File: config.mk
export PLATFORM = sky130hd
export DESIGN_NAME = mm3_front
export DESIGN_NICKNAME = d
export VERILOG_FILES = /design/src/hdl/mm3_pkg.sv /design/src/hdl/mm3_front.sv
export SDC_FILE = /design/constraint.sdc
export NUM_CORES = 2
export LEC_CHECK = 0
export BUFFER_PORTS_ARGS = -buffer_cell sky130_fd_sc_hd__buf_4
export CAP_MARGIN = 40
export CORE_ASPECT_RATIO = 0.75
export CORE_MARGIN = 2
export CORE_UTILIZATION = 45
export CTS_BUF_LIST = sky130_fd_sc_hd__clkbuf_2
export DETAILED_ROUTE_END_ITERATION = 7
export PLACE_DENSITY = 0.57
export SLEW_MARGIN = 30
export SYNTH_ARGS = -nofsm -noshare
export SYNTH_HDL_FRONTEND = slang
export SYNTH_SLANG_ARGS = --single-unit
File: constraint.sdc
create_clock -name clk -period 28.4 [get_ports clk]
set_input_delay 0 -clock clk [delete_from_list [all_inputs] [get_ports clk]]
set_output_delay 0 -clock clk [all_outputs]
set_load 0.01 [all_outputs]
File: src/hdl/mm3_pkg.sv
// Shared types, constants and mixing functions for the 128-bit hash block.
package mm3_pkg;

	typedef logic [31:0] word_t;
	typedef logic [3:0][31:0] lanes_t;

	// One word as it travels from the front to the back through the queue.
	typedef struct packed {
		word_t      k;
		logic [2:0] count;
		logic       last;
		logic [1:0] pos;
	} mm3_word_t;

	localparam lanes_t LANE_MUL = {32'ha1e38b93, 32'h38b34ae5, 32'hab0e9789, 32'h239b961b};
	localparam lanes_t LANE_ADD = {32'h32ac3b17, 32'h96cd1c35, 32'h0bcaa747, 32'h561ccd1b};
	localparam logic [3:0][4:0] MIX_ROT  = {5'd18, 5'd17, 5'd16, 5'd15};
	localparam logic [3:0][4:0] STEP_ROT = {5'd13, 5'd15, 5'd17, 5'd19};
	localparam word_t FMIX_C1 = 32'h85ebca6b;
	localparam word_t FMIX_C2 = 32'hc2b2ae35;
	localparam logic [2:0] FULL_COUNT = 3'd4;
	localparam logic [1:0] LAST_POS = 2'd3;

	function automatic word_t rotl32(word_t x, logic [4:0] r);
		logic [63:0] d;
		d = {x, x} << r;
		return d[63:32];
	endfunction

	// Rotate, add neighbor, times five plus lane constant, on all four lanes.
	// Lanes update in order, so lane four adds the already updated lane one.
	function automatic lanes_t block_step(lanes_t h, lanes_t k);
		lanes_t r;
		word_t  t;
		for (int i = 0; i < 4; i++) begin
			t = rotl32(h[i] ^ k[i], STEP_ROT[i]) + ((i == 3) ? r[0] : h[2'(i + 1)]);
			r[i] = (t << 2) + t + LANE_ADD[i];
		end
		return r;
	endfunction

endpackage

File: src/hdl/mm3_front.sv
// Front: accepts words, masks and classifies them, and mixes each by its lane constants.
module mm3_front (
	input  logic              clk,
	input  logic              arst_n,
	input  logic              in_valid,
	output logic              in_ready,
	input  logic [31:0]       data_word,
	input  logic [2:0]        byte_count,
	input  logic              last,
	output logic              q_valid,
	input  logic              q_ready,
	output mm3_pkg::mm3_word_t q_word
);

	logic v_s1, v_s2, v_s3;
	logic [1:0] pos_q;
	mm3_pkg::mm3_word_t e_s1, e_s2, e_s3;
	logic advance, take, keep;
	logic [2:0] cnt;
	mm3_pkg::word_t masked;

	assign advance  = !v_s3 || q_ready;
	assign in_ready = advance;
	assign take     = in_valid && advance;
	assign cnt      = (byte_count > mm3_pkg::FULL_COUNT) ? mm3_pkg::FULL_COUNT : byte_count;
	// drop empty words that do not end a message
	assign keep     = take && (last || cnt != 3'd0);

	always_comb begin
		unique case (cnt)
			3'd0:    masked = 32'h0;
			3'd1:    masked = {24'h0, data_word[7:0]};
			3'd2:    masked = {16'h0, data_word[15:0]};
			3'd3:    masked = {8'h0, data_word[23:0]};
			default: masked = data_word;
		endcase
	end

	always_ff @(posedge clk or negedge arst_n) begin
		if (!arst_n) begin
			v_s1  <= 1'b0;
			v_s2  <= 1'b0;
			v_s3  <= 1'b0;
			pos_q <= 2'd0;
		end else begin
			if (advance) begin
				v_s1 <= keep;
				v_s2 <= v_s1;
				v_s3 <= v_s2;
			end
			if (keep) begin
				pos_q <= last ? 2'd0 : pos_q + 2'd1;
			end
		end
	end

	always_ff @(posedge clk) begin
		if (advance) begin
			e_s1 <= '{k: masked, count: cnt, last: last, pos: pos_q};
			e_s2 <= '{k: e_s1.k * mm3_pkg::LANE_MUL[e_s1.pos], count: e_s1.count,
				last: e_s1.last, pos: e_s1.pos};
			e_s3 <= '{k: mm3_pkg::rotl32(e_s2.k, mm3_pkg::MIX_ROT[e_s2.pos])
				* mm3_pkg::LANE_MUL[e_s2.pos + 2'd1], count: e_s2.count,
				last: e_s2.last, pos: e_s2.pos};
		end
	end

	assign q_valid = v_s3;
	assign q_word  = e_s3;

endmodule

==> flow_summary.yaml <==
outcome:
  outcome: "finished clean"
synth:
  synth_enable_flop_cells: 114
  synth_top_area_cell: "fa_1"
  synth_area_um2: 33000
  async_reset_ff_share_pct: 4.20
  yosysSeqAreaShare_pct: 10.7
  yosys-top-cells-count: "inv_1 (914), fa_1 (754), ha_1 (278), nor2_1 (230), nand2_1 (199)"
  synth.most_common_cell: "inv_1"
  synth_cell_types: 64
  synth_top_flop_cell: "edfxtp_1"
  synth_seq_cells: 119
  synthCells: 3284
  yosys_warnings: 0
  avgSynthCellArea_um2: 10.1
  synth.area.top_cells: "fa_1 (46%), ha_1 (11%), inv_1 (10%)"
  synth_top_area_share_pct: 45.7
global_route:
  overflow: 0
  antenna_found_initial: 2
  track_usage_pct: 31.5
  grt_max_degree: 76
  grt_pass1_wl_um: 169000
  grt_pass1_vias: 24800
placed_design:
  placed_cells: 4298
  io_buffers: 79
  post-dp-hpwl_um: 95800
  gp_congestion: 1.03
clocking:
  clock-sinks: 119
  clk_root_buffer_cell: "clkbuf_2"
  cts_tree: "built"
  htreeDepth: 4
  clk_pin_slew_worst_paths_ns: 0.36
  ctsLongestPathBuffers: 2
  clk_latency_ns: 1.08
  cts_resized: 0
  post_cts_buffers: 0
  hold_buffers: 114
  numCtsBuffers: 17
critical_path:
  critPathCapture: "q_word[34]"
  r2r_start: "e_s2[1]"
  critical_path_required_ns: 29.28
  cp_slowest_cell: "ha_2"
  critical-path-max-stage-delay_ns: 0.83
  crit_arrival_ns: 11.84
  critical_path.max_fanout: 30
  path_class: "register to register"
  rr_worst_depth: 35
  cp-end-kind: "register"
  rrSetupSlack_ns: 17.43
  r2r-end: "q_word[34]"
  critPathMostFrequentCell: "fa_1"
  crit_path_start: "e_s2[1]"
  startpoint_type: "register"
detailed_routing:
  via_per_inst: 5.31
  vias: 23600
  drc: 0
  drt_iter0_drc: 2728
  first_pass_iters: 5
  ant_nets: 0
  wl_per_cell_um: 25.3
  wirelength_um: 113000
sta:
  setup-tns-final_ns: 0
  setup_viol: 0
  finalHoldViolCount: 0
  post-route-period-util_pct: 38.6
  rsz0062_at_grt: "no"
  worst_pin_slew_ns: 0.923
  fin_crit_ns: 10.97
  finalMaxSlewViolations: 0
  max_freq_mhz: 91.2
  max-slew-margin-rel_pct: 38.3
  skew_ns: 0.125
final_layout:
  final_nets: 4548
  syn_to_final_growth_pct: 9.98
  final_util_pct: 50.3
  fin_cells: 4449
  layout-drive-gt1-share_pct: 6.36
floorplanning:
  start_util_pct: 45.7
  rows: 85
  dieArea_um2: 75600
  fp.dieH_um: 239
  die_x_um: 317
  core-area_um2: 72200
  io_pins: 80
hold_path:
  holdCritPathClass: "input port to register"
flow_run:
  cap_violations: 0
[sequential cells by signal, summed over array words and instances, names as in the netlist]
register / cells
q_valid: 1
v_s2: 1
q_word: 38
v_s1: 1
e_s2: 38
e_s1: 38
pos_q: 2
[layer usage]
metal / GRT usage [%] / share of wire [%] / wire length (µm)
met1: 54.5 / 50 / 56900
met4: 3.50 / 0.66 / 749
met3: 10.7 / 14 / 15300
met5: 0 / 0 / 0
met2: 37.1 / 35 / 39800
[area by class of cell]
class	count	area, µm²
diodes	3	7.51
clock buffers	17	85.1
clock inverters	15	205
fillers	6737	35900
inverters	927	3480
multi-input cells	2183	25800
flip-flops and latches	119	3550
well taps	957	1200
repair buffers	228	2020
[worst min-delay path by stage]
stage / startpoint / endpoint / slack (ns) / cells past startpoint
detailed placement: arst_n / q_valid / -0.19 / 1
global route: last / e_s1[2] / 0.30 / 3
global placement: arst_n / q_valid / -0.19 / 1
finish: last / e_s1[2] / 0.35 / 3
CTS: last / e_s1[2] / 0.26 / 3
floorplan: arst_n / pos_q[0] / -0.30 / 0
[critical path, delay by kind of cell (launching register included)]
family,cells,cell delay (ns)
DFF,1,0.41
muxes,1,0.46
and+or+nand+nor,3,0.81
buffers and inverters,7,1.49
xor gates and xnor gates,1,0.21
AOI/OAI and AO/OA,13,2.73
adders and majority gates,10,4.61
[metrics by stage]
stage	cell area (µm²)	hold slack (ns)	setup WS (ns)
floorplan	33200	-0.296	18.93
detailed placement	34900	-0.187	17.76
finish	36300	0.353	17.43
global route	36300	0.296	16.88
global placement	34800	-0.188	17.84
CTS	36300	0.256	17.65
[logic make-up (layout without fill, tap and decap cells)]
logic type	Yosys count	count (layout)	share of synthesized area [%]
AO/OA/AOI/OAI	234	234	4.48
multiplexers	72	72	3.47
adder cells (fa/ha/maj)	1032	1032	56.2
buffers and inverters	1014	1187	11.7
XOR/XNOR	163	163	4.41
flip-flops	119	119	10.7
AND/OR/NAND/NOR	648	648	8.99
other	2	37	0.0227
[cells in the final DEF (no fill, tap or decap), types with 5 or more instances in the layout]
master / netlist / routed
mux4_2: 32 / 32
o21a_1: 9 / 9
conb_1: 2 / 34
buf_4: 4 / 111
mux2_2: 7 / 7
nor2_1: 230 / 228
xor2_1: 27 / 26
a211oi_1: 6 / 6
clkinv_1: 5 / 5
nand2b_1: 41 / 41
inv_6: 0 / 6
o22ai_1: 5 / 5
inv_1: 914 / 913
fa_1: 754 / 754
nand2_1: 199 / 199
ha_1: 278 / 276
o21bai_1: 18 / 18
dlygate4sd3_1: 0 / 114
a21o_1: 35 / 35
and2_1: 74 / 74
a21oi_1: 85 / 84
nor3_1: 15 / 15
nand3_1: 11 / 11
dfrtp_1: 5 / 5
mux2i_1: 31 / 31
xnor2_1: 133 / 132
inv_2: 8 / 8
a31oi_1: 6 / 6
or2_2: 8 / 8
clkbuf_2: 0 / 17
nor2b_1: 55 / 55
o21ai_0: 38 / 38
edfxtp_1: 114 / 114
Power is left out: the tool's default activity adds up to more than one toggle a clock period on the data nets, which glitch-free logic cannot reach.
