===== config.mk =====
export PLATFORM = sky130hd
export DESIGN_NAME = mm3_fifo
export DESIGN_NICKNAME = d
export VERILOG_FILES = /design/src/hdl/mm3_fifo.sv
export SDC_FILE = /design/constraint.sdc
export NUM_CORES = 1
export LEC_CHECK = 0
export BUFFER_PORTS_ARGS = -buffer_cell sky130_fd_sc_hd__buf_4
export CAP_MARGIN = 10
export CORE_MARGIN = 5
export CORE_UTILIZATION = 40
export CTS_BUF_LIST = sky130_fd_sc_hd__clkbuf_16
export CTS_CLUSTER_DIAMETER = 120
export DETAILED_ROUTE_END_ITERATION = 10
export PLACE_DENSITY = 0.67
export SYNTH_ARGS = -nofsm -noshare
export SYNTH_HDL_FRONTEND = slang
export SYNTH_SLANG_ARGS = --single-unit

===== constraint.sdc =====
create_clock -name clk -period 3.09 [get_ports clk]
set_clock_uncertainty 0.2 [all_clocks]
set_input_delay 0.309 -clock clk [delete_from_list [all_inputs] [get_ports clk]]
set_output_delay 0.309 -clock clk [all_outputs]
set_load 0.03 [all_outputs]

===== src/hdl/mm3_fifo.sv =====
// Small word queue between the front and the back.
module mm3_fifo #(
	parameter int WIDTH = 38,
	parameter int DEPTH = 4
) (
	input  logic             clk,
	input  logic             arst_n,
	input  logic             push,
	output logic             push_ready,
	input  logic [WIDTH-1:0] wdata,
	output logic             pop_valid,
	input  logic             pop,
	output logic [WIDTH-1:0] rdata
);

	localparam int PW = (DEPTH > 1) ? $clog2(DEPTH) : 1;
	localparam int CW = $clog2(DEPTH + 1);
	localparam logic [PW-1:0] LAST_SLOT = PW'(DEPTH - 1);
	localparam logic [CW-1:0] FULL = CW'(DEPTH);

	logic [WIDTH-1:0] mem_q [DEPTH];
	logic [PW-1:0] wr_ptr_q, rd_ptr_q;
	logic [CW-1:0] count_q;
	logic do_push, do_pop;

	assign push_ready = count_q != FULL;
	assign pop_valid  = count_q != '0;
	assign do_push    = push && push_ready;
	assign do_pop     = pop && pop_valid;
	assign rdata      = mem_q[rd_ptr_q];

	always_ff @(posedge clk or negedge arst_n) begin
		if (!arst_n) begin
			wr_ptr_q <= '0;
			rd_ptr_q <= '0;
			count_q  <= '0;
		end else begin
			if (do_push) begin
				wr_ptr_q <= (wr_ptr_q == LAST_SLOT) ? '0 : wr_ptr_q + PW'(1);
			end
			if (do_pop) begin
				rd_ptr_q <= (rd_ptr_q == LAST_SLOT) ? '0 : rd_ptr_q + PW'(1);
			end
			if (do_push && !do_pop) begin
				count_q <= count_q + CW'(1);
			end else if (do_pop && !do_push) begin
				count_q <= count_q - CW'(1);
			end
		end
	end

	always_ff @(posedge clk) begin
		if (do_push) begin
			mem_q[wr_ptr_q] <= wdata;
		end
	end

endmodule


==> results of run 1 <==
-- sequential cells by signal, summed over array words and instances, names as in the netlist --
| register | flops |
|---|---|
| wr_ptr_q | 2 |
| rd_ptr_q | 2 |
| count_q | 3 |
| mem_q | 152 |
-- cells by family (layout without fill, tap and decap cells) --
logic type / Yosys count / count (layout) / share of synthesized area (%)
flops: 159 / 159 / 79.4
mux: 43 / 43 / 15.3
buf+inv: 12 / 162 / 2.05
simple gates: 11 / 11 / 1.03
fa+ha+maj: 7 / 7 / 1.59
xor+xnor: 3 / 3 / 0.440
compound gates: 1 / 1 / 0.189
-- report_power, final --
group          internal (µW)  total (µW)  switching, µW
Sequential              2860        3050            194
Clock                   1250        2020            767
Combinational           1200        2740           1550
Total                   5300        7810           2510
-- what timing repair did --
item                                    4_1_cts  5_1_grt
endpoints found under the hold margin       159        0
endpoints found under the setup margin        0        0
hold buffers                                 39        0
-- cells in the mapped netlist --
master    count  area [µm²]
buf_12        4        80.1
inv_1         3        11.3
xnor2_1       1        8.76
nand2_2       1        6.26
dfrtp_1       7         175
or3_4         1        11.3
nand2_1       1        3.75
xor2_1        2        17.5
and2_1        4        25.0
mux4_2       38         856
buf_2         4        20.0
mux2_2        5        56.3
buf_6         1        11.3
nor2_1        4        15.0
fa_1          1        20.0
a21boi_2      1        11.3
ha_1          6        75.1
edfxtp_1    152        4560
-- worst reg2reg max path, stage by stage (launching register included) --
cell     delay (ns)
dfrtp_1        0.43
or3_4          0.42
nand2_2        0.11
ha_1           0.19
inv_1          0.07
fa_1           0.39
xor2_1         0.18
nor2_1         0.12
xor2_1         0.15
-- placed cells by master (no fill, tap or decap) --
| cell | instances |
|---|---|
| dlygate4sd3_1 | 39 |
| clkinv_2 | 3 |
| ha_1 | 6 |
| or3_4 | 1 |
| nor2_1 | 4 |
| bufinv_16 | 3 |
| mux2_2 | 5 |
| and2_2 | 4 |
| a21boi_2 | 1 |
| clkinv_1 | 5 |
| nand2_2 | 1 |
| mux4_2 | 38 |
| dfrtp_1 | 5 |
| buf_4 | 85 |
| buf_12 | 3 |
| inv_1 | 4 |
| clkbuf_16 | 17 |
| clkinvlp_4 | 2 |
| xnor2_1 | 1 |
| xor2_1 | 2 |
| inv_6 | 1 |
| edfxtp_1 | 152 |
| dfrtp_2 | 2 |
| fa_1 | 1 |
| nand2_1 | 1 |
-- worst paths after layout --
kind                                         start  slack [ns]                 endpoint  cells after the start
setup / recovery           rd_ptr_q[1]$_DFFE_PN0P_        0.55                 rdata[0]                      3
hold / removal                              arst_n        0.04   count_q[0]$_DFFE_PN0P_                      2
setup reg to reg            count_q[1]$_DFFE_PN0P_        0.77   count_q[2]$_DFFE_PN0P_                      8
hold reg to reg             count_q[2]$_DFFE_PN0P_        0.34   count_q[2]$_DFFE_PN0P_                      1
max in group asynchronous                   arst_n        2.52  rd_ptr_q[1]$_DFFE_PN0P_                      2
min in group clk                               pop        0.06  rd_ptr_q[0]$_DFFE_PN0P_                      3
-- cell type report --
type	instances	area [µm²]	share of cell area [%]
clock buffers	17	425	5.48
clock inverters	15	151	1.95
inverters	3	11.3	0.145
multi-input cells	65	1110	14.3
flip-flops and latches	159	4740	61.1
well taps	184	230	2.97
repair buffers	127	1090	14.0
-- per-layer routing --
layer	wire length (µm)	vias to the layer above	GRT usage [%]
met5	0	-	0
met4	192	0	5.71
met3	478	15	4.20
met2	5460	64	21.4
met1	4470	1444	15.9
li1	-	1269	-
-- per-stage QoR --
| step | hold WS (ns) | utilization, % | instance area, µm² |
|---|---|---|---|
| final | 0.0385 | 53.2 | 7760 |
| after global routing | 0.0402 | 53.2 | 7760 |
| after CTS | 0.0157 | 53.2 | 7760 |
| after detailed placement | -0.0731 | 46.6 | 6790 |
| after global placement | -0.0737 | 46.6 | 6790 |
| after floorplan | -0.187 | - | 5970 |
==> results.txt, run 1 <==
----------------------------------------------------
[STA]
  Total setup violations reported at the end of the flow ... 0
  Post-route setup slack ... ~0.55 ns
  Max Clock Freq ... 0.393 GHz
  Final count of pins violating max slew ... 0
  Clock period minus final worst setup slack ... about 2.5 ns
  Post-route fraction of the period consumed by the critical path ... 82.4%
  Headroom to the max-slew limit ... 57.7%
  Setup TNS Final ... 0 ns
  Final hold violations ... 0
  Transition at the pin with the smallest max-transition slack ... ~0.63 ns
  Setup repair after global routing missed its margin ... false

[Clock tree]
  Total setup buffers inserted after CTS ... 0
  TritonCTS Sinks ... ~160
  TritonCTS clock tree ... yes
  Number of clock buffers inserted by TritonCTS ... 17
  Clock root cell ... clkbuf_16
  H-Tree Depth ... 4
  Number of cells upsized or downsized after cts ... 0
  Clk_lat worst skew ... between 0.4 and 0.5 ns
  Clock transition at path regs ... approximately 0.06 ns
  Clock buffer depth ... 2

[Setup path]
  Family with the most delay on the worst path ... flip-flops
  Crit path capture type ... output pin
  Cell mode on critical path ... buf_4
  Total buffers and inverters traversed by the critical path ... 2
  Crit path arrival time ... 2.04 ns
  Largest fanout on the critical path ... 24
  Cells traversed along the worst timing path ... buf_4, mux4_2, buf_4
  Slowest Stage Delay on Critical Path ... 0.78 ns
  Type of the worst setup path ... reg2out
  Critical-path cell with the highest stage delay ... dfrtp_2
  Type of element launching the critical path ... flip-flop
  Data required time of the worst path ... 2.58 ns

[Global route]
  Antenna violations before repair ... 0
  Overflow left after global routing ... 0
  Wire length of the first global-routing pass ... 17.1 mm
  Number of global-route vias before repair ... 3,068
  Combined global-route utilization of all metal layers ... 13.1%
  Largest net degree at the start of global routing ... 39

[Floorplan]
  # rows ... 44
  Area enclosed by the die boundary ... around 17,000 µm²
  Y dimension of the die ... between 100 and 150 µm
  IO Count ... 82
  Die W ... between 100 and 150 µm
  Starting density of the core ... between 40% and 50%
  Core area ... approximately 15,000 µm²

[Status]
  Run status ... finished, final reports clean

[Drt]
  Antenna-violating nets left ... 0
  DRC ... 0
  Number of violations reported at the end of detailed-routing iteration 0 ... approximately 140
  Overall routed net length ... 10.6 mm
  Number of search-and-repair iterations in the first detailed-routing pass ... 4
  Total via count in the routed design ... approximately 2,800
  Via/cell ratio ... about 4.9
  Wire per inst ... around 19 µm

[Job]
  Max-Cap Viols ... 0

[Power]
  Total design power ... 7810 µW
  Largest voltage drop on the vdd net ... 0.000590 V
  Pwr dens ... about 1000 nW/µm²
  Total leakage power ... ~0.0027 µW

[Logic synthesis]
  Area of the mapped netlist ... 5970 µm²
  Synthesized Nets ... about 290
  Seq cells post-synth ... ~160
  Synth warnings ... 0
  Mean Syn Cell Area ... 25.3 µm²
  Sequential area share after synthesis ... slightly below 80%
  Count of distinct cell types in the synthesized netlist ... 18
  Gate Count Post-Synth ... 236

[Final layout]
  Final non-filler cell total ... 570
  FILL cells ... roughly 1,100
  Fraction of layout instances using a drive strength above 1 ... a little over two fifths
  Number of nets in the layout ... about 420
  Inserted Diodes ... 0
  Area growth from synthesis to layout ... 30.0%

[Place]
  Count of buffers inserted at the top-level ports ... just over 80
  Pre-CTS setup slack ... 0.783 ns
  RePlAce Congestion ... around 0.74
  Detail Placement HPWL ... 6.23 mm
  Number of placed instances with taps included ... about 500

[Min path]
  Hold WC Path Type ... in2async

----------------------------------------------------
(Power assumes the default switching activity.)
==> run 2, diff against run 1 <==
--- a/config.mk
+++ b/config.mk
@@ -5,6 +5,7 @@
 export SDC_FILE = /design/constraint.sdc
 export NUM_CORES = 1
 export LEC_CHECK = 0
+export ABC_AREA = 1
 export BUFFER_PORTS_ARGS = -buffer_cell sky130_fd_sc_hd__buf_4
 export CAP_MARGIN = 10
 export CORE_MARGIN = 5
@@ -12,7 +13,7 @@
 export CTS_BUF_LIST = sky130_fd_sc_hd__clkbuf_16
 export CTS_CLUSTER_DIAMETER = 120
 export DETAILED_ROUTE_END_ITERATION = 10
-export PLACE_DENSITY = 0.67
+export PLACE_DENSITY = 0.69
 export SYNTH_ARGS = -nofsm -noshare
 export SYNTH_HDL_FRONTEND = slang
 export SYNTH_SLANG_ARGS = --single-unit
==> constraint.sdc (replaced) <==
create_clock -name clk -period 2.3 [get_ports clk]
set_clock_uncertainty 0.2 [all_clocks]
set_input_delay 0.23 -clock clk [delete_from_list [all_inputs] [get_ports clk]]
set_output_delay 0.23 -clock clk [all_outputs]
set_load 0.03 [all_outputs]
==> run 2 against run 1 <==
Cell area increased by 9.8%. Combinational power increased by 72%. Critical path type unchanged. Utilization down 1.3 points. Critical path depth rose by 2. Hold slack better by 0.29 ns. Highest routed layer unchanged.
==> results.txt, run 2 <==
----------------------------------------------------
[Setup path]
  Critical-path cell with the highest stage delay ... dfrtp_4
  Critical R2R Launch ... count_q[0]$_DFFE_PN0P_
  Largest fanout on the critical path ... 92
  Reg2Reg Depth ... 10
  Data required time of the worst path ... 1.87 ns
  Type of element launching the critical path ... flip-flop
  Last element of the critical path ... rdata[26]
  R2r setup slk ... 0.17 ns
  Crit path arrival time ... roughly 1.8 ns
  Critical Path Source ... rd_ptr_q[0]$_DFFE_PN0P_
  Crit path capture type ... output pin
  Capture instance of the worst register-to-register path ... count_q[2]$_DFFE_PN0P_
  Type of the worst setup path ... reg2out
  Cell mode on critical path ... nand2_1
  Slowest Stage Delay on Critical Path ... 0.51 ns
  Cells traversed along the worst timing path ... buf_16, nand2_1, o211ai_1, nand2_1, buf_4

[Global route]
  Wire length of the first global-routing pass ... 21.4 mm
  Combined global-route utilization of all metal layers ... between 10% and 20%
  Number of global-route vias before repair ... 4,181
  Overflow left after global routing ... 0
  Largest net degree at the start of global routing ... 93
  Antenna violations before repair ... 0

[STA]
  Setup repair after global routing missed its margin ... false
  Worst hold slack ... about 0.33 ns
  Final hold violations ... 0
  Final count of pins violating max slew ... 0
  Headroom to the max-slew limit ... about 65%
  Post-route setup slack ... about 0.11 ns
  Max Clock Freq ... roughly 0.46 GHz
  Post-route fraction of the period consumed by the critical path ... 95.1%
  Total setup violations reported at the end of the flow ... 0
  Transition at the pin with the smallest max-transition slack ... about 0.53 ns
  Clock period minus final worst setup slack ... approximately 2.2 ns

[Drt]
  Number of violations reported at the end of detailed-routing iteration 0 ... 251
  Antenna-violating nets left ... 0
  Overall routed net length ... 13.1 mm
  Wire per inst ... 15.1 µm
  Via/cell ratio ... 4.69
  DRC ... 0
  Total via count in the routed design ... slightly above 4,000
  Number of search-and-repair iterations in the first detailed-routing pass ... 4

[Logic synthesis]
  Synth warnings ... 0
  Sequential area share after synthesis ... slightly above 70%
  Most instantiated cells after synthesis ... 152 x edfxtp_1, 129 x nand2_1, 89 x inv_1
  Count of distinct cell types in the synthesized netlist ... 18
  Area share of the leading cell type in the synthesized netlist ... slightly below 70%
  Gate Count Post-Synth ... around 500
  Area of the mapped netlist ... approximately 6600 µm²
  Number of synthesized flops with an enable pin ... around 150
  Fraction of registers with async set or reset after synthesis ... 4.40%
  Cell accounting for the most synthesized area ... edfxtp_1
  Seq cells post-synth ... between 150 and 200
  Mean Syn Cell Area ... roughly 13 µm²
  Most frequently used cell type in the post-synthesis netlist ... edfxtp_1
  Flip-flop cell with the highest count after synthesis ... edfxtp_1
  Synth top area cells ... edfxtp_1 69%, nand2_1 7.3%, o211ai_2 5.5%, o211ai_1 5.3%, inv_1 5.0%
  Synthesized Nets ... 551

[Clock tree]
  TritonCTS Sinks ... about 160
  TritonCTS clock tree ... yes
  Number of clock buffers inserted by TritonCTS ... 17
  Clock root cell ... clkbuf_16
  Clock buffer depth ... 2
  H-Tree Depth ... 4
  Clock transition at path regs ... roughly 0.06 ns
  Clk_lat worst skew ... 0.42 ns

[Final layout]
  Commonest non-fill, non-tap cells in the layout ... 152 x edfxtp_1, 129 x nand2_1, 93 x buf_4
  Final non-filler cell total ... between 800 and 900
  Area growth from synthesis to layout ... 28.5%
  Fraction of layout instances using a drive strength above 1 ... about a quarter
  Inserted Diodes ... 0
  Final std cell area, no fill ... about 8500 µm²
  Most flop-heavy register ... mem_q
  Most common cell after layout, fill and taps aside ... edfxtp_1
  Regs by FF count ... mem_q x152, count_q x3
  Number of nets in the layout ... 682
  Max FFs per register ... between 150 and 200

[Floorplan]
  IO Count ... 82
  Die W ... around 140 µm
  Area enclosed by the die boundary ... ~19,000 µm²
  Core area ... about 16,000 µm²
  Starting density of the core ... between 40% and 50%
  # rows ... 47
  Y dimension of the die ... 139 µm

[Power]
  Switching part of the total power ... between 30% and 40%
  Total leakage power ... about 0.0034 µW
  Fraction of power consumed by the clock network ... approximately 24%
  Logic pwr share ... ~40%
  Internal portion of total power ... roughly 7100 µW
  Relative contribution of sequential cells to total power ... a little over a third
  Largest voltage drop on the vdd net ... between 0.0006 and 0.0007 V
  Switching power total ... around 4400 µW
  Pwr dens ... about 1400 nW/µm²

[Place]
  Count of buffers inserted at the top-level ports ... 81
  Placed inst area ... ~7500 µm²
  Detail Placement HPWL ... ~7.9 mm
  Number of placed instances with taps included ... 792
  RePlAce Congestion ... 0.784
  Pre-CTS setup slack ... between 0.2 and 0.25 ns

[Min path]
  Hold WC Path Type ... reg2reg

[Status]
  Run status ... finished, final reports clean

[Job]
  Max-Cap Viols ... 0

----------------------------------------------------
==> run 2: changes by cell type in the layout (fill, tap and decap cells not counted), moves of 7 or more <==
cell / delta
o211ai_1: +47
inv_1: +85
mux4_2: -38
buf_4: +8
nand3_1: +7
nand2_1: +128
o211ai_2: +29
==> run 2: area by class of cell <==
type,count,area [µm²]
Clock buffer,17,425
Tap cell,220,275
Inverter,90,338
Fill cell,1336,7890
Sequential cell,159,4740
Timing Repair Buffer,137,1170
Clock inverter,15,169
Multi-Input combinational cell,228,1400
==> run 2: logic make-up (layout without fill, tap and decap cells) <==
kind of cell | Yosys count | in the layout | synth area share, %
flip-flops | 159 | 159 | 71.5
adder cells (fa/ha/maj) | 7 | 7 | 1.43
XOR/XNOR | 1 | 1 | 0.132
buffers and inverters | 115 | 259 | 7.85
AO/OA/AOI/OAI | 77 | 77 | 10.9
AND/OR/NAND/NOR | 143 | 143 | 8.26
==> run 2: worst min path at each step <==
stage               depth (start not counted)                endpoint              startpoint
floorplan                                   0  count_q[0]$_DFFE_PN0P_                  arst_n
global placement                            1  count_q[0]$_DFFE_PN0P_                  arst_n
detailed placement                          1  count_q[0]$_DFFE_PN0P_                  arst_n
CTS                                         2  count_q[2]$_DFFE_PN0P_  count_q[2]$_DFFE_PN0P_
global route                                2  mem_q[0][16]$_DFFE_PP_               wdata[16]
finish                                      2  count_q[2]$_DFFE_PN0P_  count_q[2]$_DFFE_PN0P_
==> run 2: metrics by stage <==
step                      power, µW  utilization, %  TNS (ns)
after floorplan                7250               -    -59.19
after global placement         8630            45.7         0
after detailed placement       8780            45.7         0
after CTS                     11600            51.9         0
after global routing          12100            51.9         0
final                         11500            51.9         0
==> run 2: worst max-delay path: cells and delay by family, from the launching register on <==
kind / cells / cell delay [ns]
AOI/OAI and AO/OA: 1 / 0.09
and+or+nand+nor: 2 / 0.28
DFF: 1 / 0.51
buffers and inverters: 2 / 0.41
==> run 2: power groups by stage <==
stage	clock network, µW	logic (µW)	registers (µW)
finish	2800	4700	4010
CTS	2850	4780	4010
global route	2970	5120	4050
detailed placement	0	4710	4070
floorplan	0	3230	4030
global placement	0	4600	4030
==> run 2: timing repair <==
action	CTS	global route
hold buffers	42	0
hold endpoints to repair	163	0
setup buffers	0	0
gates resized for setup	0	1
endpoints found under the setup margin	0	1
==> run 2: metal layers <==
| metal | GRT usage [%] | vias up | part of all wire, % |
|---|---|---|---|
| met5 | 0 | - | 0 |
| met4 | 5.36 | 0 | 1.7 |
| met3 | 4.00 | 20 | 5.1 |
| met2 | 24.4 | 109 | 51 |
| met1 | 16.7 | 1947 | 42 |
| li1 | - | 1989 | - |
==> run 3, diff against run 2 <==
--- a/config.mk
+++ b/config.mk
@@ -9,11 +9,11 @@
 export BUFFER_PORTS_ARGS = -buffer_cell sky130_fd_sc_hd__buf_4
 export CAP_MARGIN = 10
 export CORE_MARGIN = 5
-export CORE_UTILIZATION = 40
+export CORE_UTILIZATION = 52
 export CTS_BUF_LIST = sky130_fd_sc_hd__clkbuf_16
 export CTS_CLUSTER_DIAMETER = 120
 export DETAILED_ROUTE_END_ITERATION = 10
-export PLACE_DENSITY = 0.69
+export PLACE_DENSITY = 0.84
 export SYNTH_ARGS = -nofsm -noshare
 export SYNTH_HDL_FRONTEND = slang
 export SYNTH_SLANG_ARGS = --single-unit
==> run 3 against run 2 <==
Cell count is 5.0% lower. Global-route usage rose by 4.5 points. Count of clock-buffer cells in the layout did not move. Non-clock buffer count increased by 5. Hold slack worse by 0.0011 ns. Sequential cell count unchanged. Wire length increased by 0.42%. Worst setup slack improved by 0.053 ns. Utilization increased by 17 points. Sequential share of layout area down 0.70 points. Power grew 4.5%. Combinational power increased by 3%.
==> results.txt, run 3 (synthesis gave the netlist of run 2 again) <==
----------------------------------------------------
[Status]
  Run status ... finished, final reports clean

[Setup path]
  Type of element launching the critical path ... flip-flop
  R2r setup slk ... around 0.18 ns
  Type of the worst setup path ... reg2out
  Crit path capture type ... output pin
  Crit path arrival time ... 1.70 ns
  Largest fanout on the critical path ... 52
  Data required time of the worst path ... around 1.9 ns
  Reg2Reg Depth ... 10
  Critical R2R Launch ... count_q[0]$_DFFE_PN0P_
  Capture instance of the worst register-to-register path ... count_q[2]$_DFFE_PN0P_

[Final layout]
  Number of nets in the layout ... 687
  Max FFs per register ... about 150
  Fraction of layout instances using a drive strength above 1 ... between 20% and 30%
  Area growth from synthesis to layout ... 30.1%
  Final non-filler cell total ... about 820
  Commonest non-fill, non-tap cells in the layout ... 152 x edfxtp_1, 128 x nand2_1, 94 x buf_4
  Most flop-heavy register ... mem_q
  Regs by FF count ... mem_q x152, count_q x3
  Most common cell after layout, fill and taps aside ... edfxtp_1
  Inserted Diodes ... 0
  FILL cells ... between 800 and 900

[Place]
  Number of placed instances with taps included ... 746
  RePlAce Congestion ... slightly above 0.8
  Detail Placement HPWL ... around 7.9 mm
  Count of buffers inserted at the top-level ports ... 81

[Power]
  Largest voltage drop on the vdd net ... approximately 0.001 V
  Total leakage power ... about 0.0035 µW
  Total design power ... approximately 12,000 µW
  Pwr dens ... approximately 1400 nW/µm²

[Global route]
  Overflow left after global routing ... 0
  Wire length of the first global-routing pass ... around 21 mm
  Antenna violations before repair ... 0
  Largest net degree at the start of global routing ... between 50 and 60
  Combined global-route utilization of all metal layers ... between 10% and 20%
  Number of global-route vias before repair ... about 4,200

[Drt]
  Total via count in the routed design ... between 4,000 and 5,000
  DRC ... 0
  Wire per inst ... 16.0 µm
  Via/cell ratio ... 5.05
  Antenna-violating nets left ... 0
  Number of violations reported at the end of detailed-routing iteration 0 ... approximately 290
  Number of search-and-repair iterations in the first detailed-routing pass ... 4
  Overall routed net length ... approximately 13 mm

[Min path]
  Source of the worst hold timing path ... count_q[2]$_DFFE_PN0P_
  Number of instances on the worst hold path ... 2
  Hold WC Path Type ... reg2reg
  Worst min-delay path endpoint ... count_q[2]$_DFFE_PN0P_

[Clock tree]
  Number of clock buffers inserted by TritonCTS ... 17
  TritonCTS clock tree ... yes
  Clock buffer depth ... 2
  Clk_lat worst skew ... between 0.4 and 0.5 ns
  TritonCTS Sinks ... around 160
  H-Tree Depth ... 4
  Clock root cell ... clkbuf_16
  Clock transition at path regs ... ~0.060 ns

[STA]
  Transition at the pin with the smallest max-transition slack ... ~0.39 ns
  Setup TNS Final ... 0 ns
  Headroom to the max-slew limit ... approximately three quarters
  Final count of pins violating max slew ... 0
  Post-route fraction of the period consumed by the critical path ... between 90 and 100%
  Setup repair after global routing missed its margin ... false
  Max Clock Freq ... approximately 0.47 GHz
  Final hold violations ... 0
  Worst hold slack ... about 0.33 ns
  Total setup violations reported at the end of the flow ... 0
  Clock period minus final worst setup slack ... around 2.1 ns

[Floorplan]
  Core area ... roughly 13,000 µm²
  Starting density of the core ... 52.8%
  IO Count ... between 80 and 90
  Die W ... around 120 µm
  Area enclosed by the die boundary ... 15,100 µm²
  Y dimension of the die ... 123 µm
  # rows ... 41

[Job]
  Max-Cap Viols ... 0

----------------------------------------------------
==> run 3: worst max path at each step <==
stage	start	endpoint	slack (ns)	depth (start not counted)
final	rd_ptr_q[0]$_DFFE_PN0P_	rdata[36]	0.17	4
after global routing	rd_ptr_q[0]$_DFFE_PN0P_	rdata[27]	0.07	4
after CTS	rd_ptr_q[0]$_DFFE_PN0P_	rdata[33]	0.07	5
after detailed placement	count_q[0]$_DFFE_PN0P_	count_q[2]$_DFFE_PN0P_	0.19	10
after global placement	count_q[0]$_DFFE_PN0P_	count_q[2]$_DFFE_PN0P_	0.41	10
after floorplan	count_q[0]$_DFFE_PN0P_	mem_q[0][0]$_DFFE_PP_	-0.39	4
==> run 3: cell type report <==
class	count	area, µm²	area share, %
flip-flops and latches	159	4750	55.0
clock inverters	15	249	2.88
well taps	172	215	2.49
multi-input cells	228	1410	16.3
repair buffers	142	1250	14.5
inverters	90	338	3.91
clock buffers	17	425	4.93
==> run 3: through the flow <==
stage | util [%] | instance area (µm²) | worst slack, ns
2_1_floorplan | - | 6640 | -0.389
3_3_place_gp | 59.7 | 7500 | 0.408
3_5_place_dp | 59.7 | 7500 | 0.189
4_1_cts | 68.5 | 8610 | 0.0725
5_1_grt | 68.7 | 8630 | 0.0685
6_report | 68.7 | 8630 | 0.166
==> run 3: report_power, final <==
part	switching, µW	total (µW)	internal [µW]	leakage (µW)
registers	219	4040	3820	0.00147
clock network	1030	3150	2120	0.000336
logic	3120	4830	1720	0.00173
total	4360	12000	7660	0.00354
==> run 3: critical path: stages, from the launching register on <==
cell and delay (ns):
dfrtp_4 0.55, buf_16 0.22, o211ai_1 0.24, nand2_1 0.09
buf_4 0.17
==> run 3: repair_timing <==
action / 4_1_cts / 5_1_grt
pin swaps: 0 / 0
buffers inserted: 1 / 2
endpoints found under the hold margin: 163 / 0
resized for setup: 0 / 3
hold buffers: 42 / 0
endpoints found under the setup margin: 2 / 4
==> run 3: per-layer routing <==
| layer | wire length (µm) | vias to the layer above | track usage [%] |
|---|---|---|---|
| li1 | - | 2002 | - |
| met4 | 153 | 0 | 6.44 |
| met5 | 0 | - | 0 |
| met2 | 6880 | 107 | 31.5 |
| met1 | 5370 | 2034 | 22.7 |
| met3 | 739 | 17 | 5.86 |
